--- src/sv/tsdh_pkg.sv ---
`timescale 1ns / 1ps
// tsdh_pkg: shared types, constants and a helper function for the transmit-slot
// duty and band hop unit; no dependencies
package tsdh_pkg;

  // register indexes of the configuration port
  localparam logic [2:0] REG_DUTY_PERCENT     = 3'd0;
  localparam logic [2:0] REG_HOP_ENABLE       = 3'd1;
  localparam logic [2:0] REG_HOP_PERIOD       = 3'd2;
  localparam logic [2:0] REG_BAND_ENABLE_MASK = 3'd3;
  localparam logic [2:0] REG_FALLBACK_BAND    = 3'd4;

  // reset values of the registers
  localparam logic [6:0]  DUTY_PERCENT_RST     = 7'd100;
  localparam logic        HOP_ENABLE_RST       = 1'b0;
  localparam logic [31:0] HOP_PERIOD_RST       = 32'd120;
  localparam logic [15:0] BAND_ENABLE_MASK_RST = 16'd32;
  localparam logic [3:0]  FALLBACK_BAND_RST    = 4'd5;

  // fixed constants
  localparam logic [31:0] HOP_INTERVAL_DEFAULT = 32'd120;
  localparam logic [6:0]  DUTY_FULL            = 7'd100;
  localparam logic [9:0]  CREDIT_WRAP          = 10'd100;
  localparam logic [9:0]  CREDIT_CAP           = 10'd200;

  typedef struct packed {
    logic [6:0]  duty_percent;
    logic        hop_enable;
    logic [31:0] hop_period;
    logic [15:0] band_enable_mask;
    logic [3:0]  fallback_band;
  } cfg_t;

  typedef struct packed {
    logic [3:0] band;
    logic       hopped;
    logic       used_fallback;
  } band_res_t;

  // index of the lowest set bit, 0 when none is set
  function automatic logic [3:0] lowest_band(input logic [15:0] set);
    logic [3:0] idx;
    logic       found;
    idx   = '0;
    found = 1'b0;
    for (int i = 0; i < 16; i++) begin
      if (set[i] && !found) begin
        idx   = 4'(i);
        found = 1'b1;
      end
    end
    return idx;
  endfunction

endpackage

--- src/sv/tsdh_duty.sv ---
`timescale 1ns / 1ps
// tsdh_duty: credit accumulator that decides whether a slot transmits
// depends on tsdh_pkg
module tsdh_duty import tsdh_pkg::*; (
  input  logic       clk_i,
  input  logic       rst_ni,
  input  logic       adv_i,
  input  logic [6:0] duty_i,
  output logic       tx_o
);

  logic       primed_q, primed_d;
  logic [8:0] credit_q, credit_d;
  logic [6:0] prev_q, prev_d;

  logic       chg;
  logic [9:0] cred0, cred1, cred2, sum;

  always_comb begin
    chg   = (duty_i != prev_q);
    cred0 = chg ? 10'd0 : {1'b0, credit_q};
    cred1 = cred0;
    // priming on first slot or after a duty change
    if (!(primed_q && !chg)) begin
      if (duty_i != 7'd0 && duty_i < DUTY_FULL) begin
        cred1 = CREDIT_WRAP - 10'(duty_i);
      end else if (duty_i >= DUTY_FULL) begin
        cred1 = 10'd0;
      end
    end
    sum  = cred1 + 10'(duty_i);
    tx_o = 1'b0;
    cred2 = cred1;
    if (duty_i >= DUTY_FULL) begin
      tx_o = 1'b1;
    end else if (duty_i != 7'd0) begin
      if (sum >= CREDIT_WRAP) begin
        cred2 = sum - CREDIT_WRAP;
        tx_o  = 1'b1;
      end else begin
        cred2 = sum;
      end
    end
    // clamp after a skip
    if (!tx_o && cred2 > CREDIT_CAP) begin
      cred2 = CREDIT_CAP;
    end
    credit_d = cred2[8:0];
    primed_d = 1'b1;
    prev_d   = duty_i;
  end

  always_ff @(posedge clk_i or negedge rst_ni) begin
    if (!rst_ni) begin
      primed_q <= 1'b0;
      credit_q <= '0;
      prev_q   <= '0;
    end else if (adv_i) begin
      primed_q <= primed_d;
      credit_q <= credit_d;
      prev_q   <= prev_d;
    end
  end

endmodule

--- src/sv/tsdh_band.sv ---
`timescale 1ns / 1ps
// tsdh_band: hop timer, band snapshot rebuild and round-robin band pick
// depends on tsdh_pkg
module tsdh_band import tsdh_pkg::*; #(
  parameter int NUM_BANDS = 16
) (
  input  logic        clk_i,
  input  logic        rst_ni,
  input  logic        adv_i,
  input  cfg_t        cfg_i,
  input  logic [31:0] now_i,
  input  logic        changed_i,
  output band_res_t   res_o
);

  logic        selected_q;
  logic [3:0]  cur_q, cur_d;
  logic [15:0] snap_q, snap_d;
  logic        anchored_q;
  logic [31:0] last_q, last_d;
  logic        fb_q, fb_d;

  logic [15:0] limit, set, rot;
  logic [31:0] interval, elapsed;
  logic        do_hop;
  logic [3:0]  cur_r, step;

  always_comb begin
    for (int i = 0; i < 16; i++) begin
      limit[i] = (i < NUM_BANDS);
    end
  end

  always_comb begin
    interval = (cfg_i.hop_period == 32'd0) ? HOP_INTERVAL_DEFAULT
                                           : cfg_i.hop_period;
    elapsed  = now_i - last_q;
    do_hop   = anchored_q && cfg_i.hop_enable && (elapsed >= interval);
    last_d   = (!anchored_q || do_hop) ? now_i : last_q;

    // snapshot rebuild
    set    = cfg_i.band_enable_mask & limit;
    snap_d = snap_q;
    fb_d   = fb_q;
    cur_r  = cur_q;
    if (changed_i || !selected_q) begin
      fb_d = (set == 16'd0);
      if (set == 16'd0) begin
        set = 16'd1 << cfg_i.fallback_band;
      end
      snap_d = set;
      if (!(selected_q && set[cur_q])) begin
        cur_r = lowest_band(set);
      end
    end

    // next enabled band after the current one, wrapping around
    rot   = 16'({snap_d, snap_d} >> (5'(cur_r) + 5'd1));
    step  = lowest_band(rot);
    cur_d = cur_r;
    if (do_hop && rot != 16'd0) begin
      cur_d = cur_r + 4'd1 + step;
    end

    res_o.band          = cur_d;
    res_o.hopped        = do_hop;
    res_o.used_fallback = fb_d;
  end

  always_ff @(posedge clk_i or negedge rst_ni) begin
    if (!rst_ni) begin
      selected_q <= 1'b0;
      cur_q      <= '0;
      snap_q     <= '0;
      anchored_q <= 1'b0;
      last_q     <= '0;
      fb_q       <= 1'b0;
    end else if (adv_i) begin
      selected_q <= 1'b1;
      cur_q      <= cur_d;
      snap_q     <= snap_d;
      anchored_q <= 1'b1;
      last_q     <= last_d;
      fb_q       <= fb_d;
    end
  end

endmodule

--- src/sv/tx_slot_duty_and_band_hop_unit.sv ---
`timescale 1ns / 1ps
// tx_slot_duty_and_band_hop_unit: top level with input beat register, duty and
// band units, result register and apb register file; depends on tsdh_pkg
// path: an accepted beat waits in the input beat register, then moves to the result
// register, which drives m_axis
// throughput: one beat per cycle, set by the single-pass logic between the
// input register and the result register; no stall unless m_axis backs up
// reset: asynchronous active low, clears all scheduler state and loads the
// register defaults; s_axis_tready is high as soon as reset is released
module tx_slot_duty_and_band_hop_unit import tsdh_pkg::*; #(
  parameter int NUM_BANDS = 16
) (
  input  logic        clk_i,
  input  logic        rst_ni,
  // slot beats in
  input  logic        s_axis_tvalid,
  output logic        s_axis_tready,
  input  logic [31:0] s_axis_tdata,   // [31:0] slot_time_sec
  input  logic        s_axis_tuser,   // [0] rebuild band snapshot request
  // slot decisions out
  output logic        m_axis_tvalid,
  input  logic        m_axis_tready,
  output logic [7:0]  m_axis_tdata,   // [0] transmit, [4:1] band, [5] hopped,
                                      // [6] used_fallback, [7] zero
  // register port
  input  logic        psel,
  input  logic        penable,
  input  logic        pwrite,
  input  logic [4:0]  paddr,
  input  logic [31:0] pwdata,
  output logic [31:0] prdata,
  output logic        pready
);

  // register file
  cfg_t       cfg_q;
  logic       cfg_we;
  logic [2:0] reg_idx;

  assign pready  = 1'b1;
  assign reg_idx = paddr[4:2];
  assign cfg_we  = psel && penable && pwrite && pready;

  always_ff @(posedge clk_i or negedge rst_ni) begin
    if (!rst_ni) begin
      cfg_q.duty_percent     <= DUTY_PERCENT_RST;
      cfg_q.hop_enable       <= HOP_ENABLE_RST;
      cfg_q.hop_period       <= HOP_PERIOD_RST;
      cfg_q.band_enable_mask <= BAND_ENABLE_MASK_RST;
      cfg_q.fallback_band    <= FALLBACK_BAND_RST;
    end else if (cfg_we) begin
      unique case (reg_idx)
        REG_DUTY_PERCENT:     cfg_q.duty_percent     <= pwdata[6:0];
        REG_HOP_ENABLE:       cfg_q.hop_enable       <= pwdata[0];
        REG_HOP_PERIOD:       cfg_q.hop_period       <= pwdata;
        REG_BAND_ENABLE_MASK: cfg_q.band_enable_mask <= pwdata[15:0];
        REG_FALLBACK_BAND:    cfg_q.fallback_band    <= pwdata[3:0];
        default: ;  // writes outside the map are dropped
      endcase
    end
  end

  always_comb begin
    unique case (reg_idx)
      REG_DUTY_PERCENT:     prdata = 32'(cfg_q.duty_percent);
      REG_HOP_ENABLE:       prdata = 32'(cfg_q.hop_enable);
      REG_HOP_PERIOD:       prdata = cfg_q.hop_period;
      REG_BAND_ENABLE_MASK: prdata = 32'(cfg_q.band_enable_mask);
      REG_FALLBACK_BAND:    prdata = 32'(cfg_q.fallback_band);
      default:              prdata = '0;
    endcase
  end

  // input beat register; adv moves a beat into the result register and
  // commits the scheduler state in the same edge
  logic        in_valid_q;
  logic [31:0] in_time_q;
  logic        in_chg_q;
  logic        out_valid_q;
  logic [7:0]  out_data_q;
  logic        adv;
  logic        s_acc;

  assign adv           = in_valid_q && (!out_valid_q || m_axis_tready);
  assign s_axis_tready = !in_valid_q || adv;
  assign s_acc         = s_axis_tvalid && s_axis_tready;

  always_ff @(posedge clk_i or negedge rst_ni) begin
    if (!rst_ni) begin
      in_valid_q <= 1'b0;
    end else if (s_axis_tready) begin
      in_valid_q <= s_axis_tvalid;
    end
  end

  always_ff @(posedge clk_i) begin
    if (s_acc) begin
      in_time_q <= s_axis_tdata;
      in_chg_q  <= s_axis_tuser;
    end
  end

  // duty decision and band choice for the beat held in the input register
  logic      tx;
  band_res_t band_res;

  tsdh_duty u_duty (
    .clk_i  (clk_i),
    .rst_ni (rst_ni),
    .adv_i  (adv),
    .duty_i (cfg_q.duty_percent),
    .tx_o   (tx)
  );

  tsdh_band #(
    .NUM_BANDS (NUM_BANDS)
  ) u_band (
    .clk_i     (clk_i),
    .rst_ni    (rst_ni),
    .adv_i     (adv),
    .cfg_i     (cfg_q),
    .now_i     (in_time_q),
    .changed_i (in_chg_q),
    .res_o     (band_res)
  );

  // result register, holds while m_axis stalls
  always_ff @(posedge clk_i or negedge rst_ni) begin
    if (!rst_ni) begin
      out_valid_q <= 1'b0;
    end else if (adv) begin
      out_valid_q <= 1'b1;
    end else if (m_axis_tready) begin
      out_valid_q <= 1'b0;
    end
  end

  always_ff @(posedge clk_i) begin
    if (adv) begin
      out_data_q <= {1'b0, band_res.used_fallback, band_res.hopped, band_res.band, tx};
    end
  end

  assign m_axis_tvalid = out_valid_q;
  assign m_axis_tdata  = out_data_q;

endmodule

--- config.mk ---
export PLATFORM = sky130hd
export DESIGN_NAME = tx_slot_duty_and_band_hop_unit
export DESIGN_NICKNAME = d
export VERILOG_FILES = /design/src/sv/tsdh_pkg.sv /design/src/sv/tsdh_duty.sv /design/src/sv/tsdh_band.sv /design/src/sv/tx_slot_duty_and_band_hop_unit.sv
export SDC_FILE = /design/constraint.sdc
export NUM_CORES = 1
export LEC_CHECK = 0
export ABC_AREA = 1
export ABC_CLOCK_PERIOD_IN_PS = 7700
export BUFFER_PORTS_ARGS = -buffer_cell sky130_fd_sc_hd__buf_2
export CAP_MARGIN = 30
export CELL_PAD_IN_SITES_DETAIL_PLACEMENT = 0
export CELL_PAD_IN_SITES_GLOBAL_PLACEMENT = 1
export CORE_ASPECT_RATIO = 0.7
export CORE_UTILIZATION = 41
export CTS_BUF_LIST = sky130_fd_sc_hd__clkbuf_4
export DETAILED_ROUTE_END_ITERATION = 7
export PLACE_DENSITY = 0.8
export SETUP_SLACK_MARGIN = 0.4
export SYNTH_ARGS = -nofsm -noshare
export SYNTH_HDL_FRONTEND = slang
export SYNTH_SLANG_ARGS = --single-unit
--- constraint.sdc ---
create_clock -name clk_i -period 7.7 [get_ports clk_i]
set_clock_uncertainty 0.2 [all_clocks]
set_input_delay 0.385 -clock clk_i [delete_from_list [all_inputs] [get_ports clk_i]]
set_output_delay 0.385 -clock clk_i [all_outputs]
set_load 0.005 [all_outputs]
==> impl_metrics.csv <==
group,metric,value,unit
power,vdd_drop_max,181,uV
placed_design,gp_congestion,0.897,
floorplanning,coreArea,0.0280,sq mm
global_route,grt_max_degree,88,
route,wire_per_inst,14.9,microns
critical_path,worstPathRequired,8030,ps
clock_network,clk_pin_slew,140,ps
clock_network,cts_tree,"built",
critical_path,endpoint,"u_band.last_q[3]",
route,drt-vias-per-instance,5.15,
clock_network,cts-buffers-inserted,17,
synthesis,ys_warn_count,0,
critical_path,arrival,6890,ps
synthesis,synthDistinctLibCells,65,
worst_hold_path,hold_start,"paddr[4]",
synthesis,synthFlopType,"dfrtp_1",
critical_path,r2r-end,"u_band.last_q[3]",
layout,num-fill-cells,2757,
route,drtIter0Drc,755,
critical_path,cp_slowest_cell,"o21ai_4",
critical_path,r2r_setup_slack,1140,ps
timing,worstMarginPinSlew,911,ps
timing,fmax,152,MHz
timing,fin_setup_tns,0,ps
synthesis,avgSynthCellArea,7.80,sq um
synthesis,synthesis.nets,1665,
floorplanning,fp.dieW,205,microns
synthesis,ys_seq_area_frac,0.384,
clock_network,cts_setup_buffers,0,
route,drtAntennaViolNets,0,
synthesis,ys_ff_latch,172,
synthesis,async_flop_share,0.767,
worst_hold_path,min_path_type,"in -> reg",
timing,max_slew_margin,0.392,
timing,rsz0062_at_grt,"no",
synthesis,synthTopCellsByCount,"nand2_1, inv_1, nand3_1",
timing,post-route-period-util,0.852,
placed_design,dp_hpwl,23.4,mm
flow_run,cap_viol_max_count,0,
route,drtPass1Iterations,7,
clock_network,clock_path_buffers,2,
clock_network,cts_resized,0,
synthesis,synth_top_area_share,0.259,
power,p_per_area,383,mW/mm^2
clock_network,cts_hold_buf,74,
global_route,grt_use_total,0.219,
power,p_leak,6.90,nW
floorplanning,placementRows,51,
global_route,grt_pass1_wl,50.8,mm
critical_path,reg2reg_depth,36,
floorplanning,dieHeight,144,microns
clock_network,htree_levels,4,
clock_network,clk_latency,610,ps
placed_design,io_buffers,115,
global_route,overflow,0,
layout,fin_util,0.491,
global_route,antenna_found_initial,1,
critical_path,cp_max_fo,32,
timing,finalHoldViolations,0,
timing,period_minus_slack,6560,ps
synthesis,mappedNetlistArea,0.0118,sq mm
route,drcViolationCount,0,
timing,slew_viol_final,0,
critical_path,max_stage_delay,460,ps
synthesis,synth_area_leaders,"dfrtp_1, edfxtp_1, ha_1",
critical_path,reg2reg_from,"in_time_q[0]",
run_status,run_status,"finished, final reports clean",
floorplanning,dieArea,0.0294,sq mm
timing,finalSetupViolations,0,
global_route,grt_pass1_vias,9973,
synthesis,synth-edff-count,40,
critical_path,crit_path_start,"in_time_q[0]",
floorplanning,boundaryPins,120,
route,num_vias,10600,
critical_path,crit_type,"reg -> reg",
critical_path,start_kind,"flop",
route,routed_wl,30.8,mm
synthesis,post-synth-top-count-cell,"nand2_1",
layout,final_nets,1832,
synthesis,synth_cells,1509,
layout,drive_above_1_share,0.145,
critical_path,crit_top_cell,"a21oi_1",
critical_path,critPathCaptureType,"flop",
layout,syn2layout_area_growth,16.9,%
synthesis,yosysTopAreaCell,"dfrtp_1",
clock_network,cts-root-buf,"clkbuf_4",
clock_network,cts.sinks,172,
floorplanning,start_util,0.420,
[where the power goes]
| part | switching, mW | total [mW] | internal, mW |
|---|---|---|---|
| Sequential | 0.143 | 1.33 | 1.19 |
| Combinational | 2.10 | 3.31 | 1.20 |
| Clock | 0.336 | 0.627 | 0.291 |
| Total | 2.58 | 5.27 | 2.68 |
[per-stage QoR]
step,cells,cell area [sq um],total power [mW],hold slack [ps],setup slack [ps]
CTS,2060,13800,5.27,6.79,1140
floorplan,1509,11800,3.88,-111,2370
detailed placement,1954,12700,4.59,270,1200
global placement,1953,12600,4.54,261,1360
finish,2061,13800,5.27,76.3,1140
global route,2061,13800,5.84,67.1,561
[state kept, by name, indices dropped and copies added, names as in the netlist]
| signal | cells |
|---|---|
| cfg_q | 60 |
| in_time_q | 32 |
| u_band.last_q | 32 |
| u_band.snap_q | 16 |
| u_duty.credit_q | 9 |
| m_axis_tdata | 7 |
| u_duty.prev_q | 7 |
| u_band.cur_q | 4 |
| in_chg_q | 1 |
| in_valid_q | 1 |
| m_axis_tvalid | 1 |
| u_band.anchored_q | 1 |
| u_band.fb_q | 1 |
[worst min-delay path by stage]
| stage | end | slack (ps) | cells past startpoint |
|---|---|---|---|
| 5_1_grt | cfg_q[0] | 70 | 3 |
| 3_5_place_dp | u_band.snap_q[2] | 270 | 2 |
| 4_1_cts | cfg_q[0] | 7 | 3 |
| 6_report | cfg_q[0] | 80 | 3 |
| 3_3_place_gp | u_band.snap_q[0] | 260 | 2 |
| 2_1_floorplan | cfg_q[10] | -110 | 0 |
[critical path: cells and delay by family, from the launching register on]
family                   cells  cell delay, ps
AO/OA/AOI/OAI               16            3200
XOR/XNOR                     1             190
adder cells (fa/ha/maj)      3             660
buffers and inverters        5             690
flip-flops                   1             350
AND/OR/NAND/NOR             11            1160
[routing by layer]
layer  share of wire  GRT usage  vias to the layer above
met5               0          0                        -
met2            0.41      0.320                      240
met3           0.049     0.0363                       14
met1            0.53      0.335                     4938
met4          0.0086     0.0475                        0
li1                -          -                     5426
[area by class of cell]
class,instances,area (sq um),share of cell area
well taps,371,464,0.0337
diodes,1,2.50,0.000182
clock buffers,17,128,0.00928
inverters,212,798,0.0580
clock inverters,15,220,0.0160
repair buffers,196,1390,0.101
multi-input cells,1077,6240,0.454
flip-flops and latches,172,4520,0.328
[placed cells by master, fill, tap and decap left out, types with 4 or more instances in the layout]
master,netlist,layout
a31oi_1,8,8
nand2_4,4,4
a21oi_1,103,103
o21bai_1,4,4
clkbuf_4,0,17
nor2_1,113,113
ha_1,76,76
bufinv_16,0,5
dfstp_2,10,10
nand3_2,9,9
buf_2,5,114
o221ai_1,6,6
inv_1,198,198
o21ai_0,114,114
a211oi_1,5,5
inv_2,13,13
buf_4,3,6
nor4_1,9,9
or2_2,8,8
edfxtp_1,40,40
xnor2_1,16,16
nand4_1,25,25
dfrtp_1,122,122
nand2_2,20,21
xor2_1,30,30
a21o_1,4,4
nand3_1,163,163
dlygate4sd3_1,0,74
o22ai_1,19,19
nor2_4,7,7
nand2_1,251,250
nor3_1,11,11
o21ai_2,4,4
o21ai_1,13,12
o211ai_1,12,12
[logic make-up (layout without fill, tap and decap cells)]
| kind of cell | after synthesis | count (layout) | synth area share |
|---|---|---|---|
| fa+ha+maj | 79 | 79 | 0.0859 |
| buf+inv | 260 | 440 | 0.0875 |
| mux | 1 | 1 | 0.000956 |
| compound gates | 309 | 309 | 0.148 |
| simple gates | 640 | 640 | 0.259 |
| flops | 172 | 172 | 0.384 |
| other cells | 2 | 3 | 0.000638 |
| xor+xnor | 46 | 46 | 0.0342 |
No activity file was read; power rests on OpenSTA's default activity.
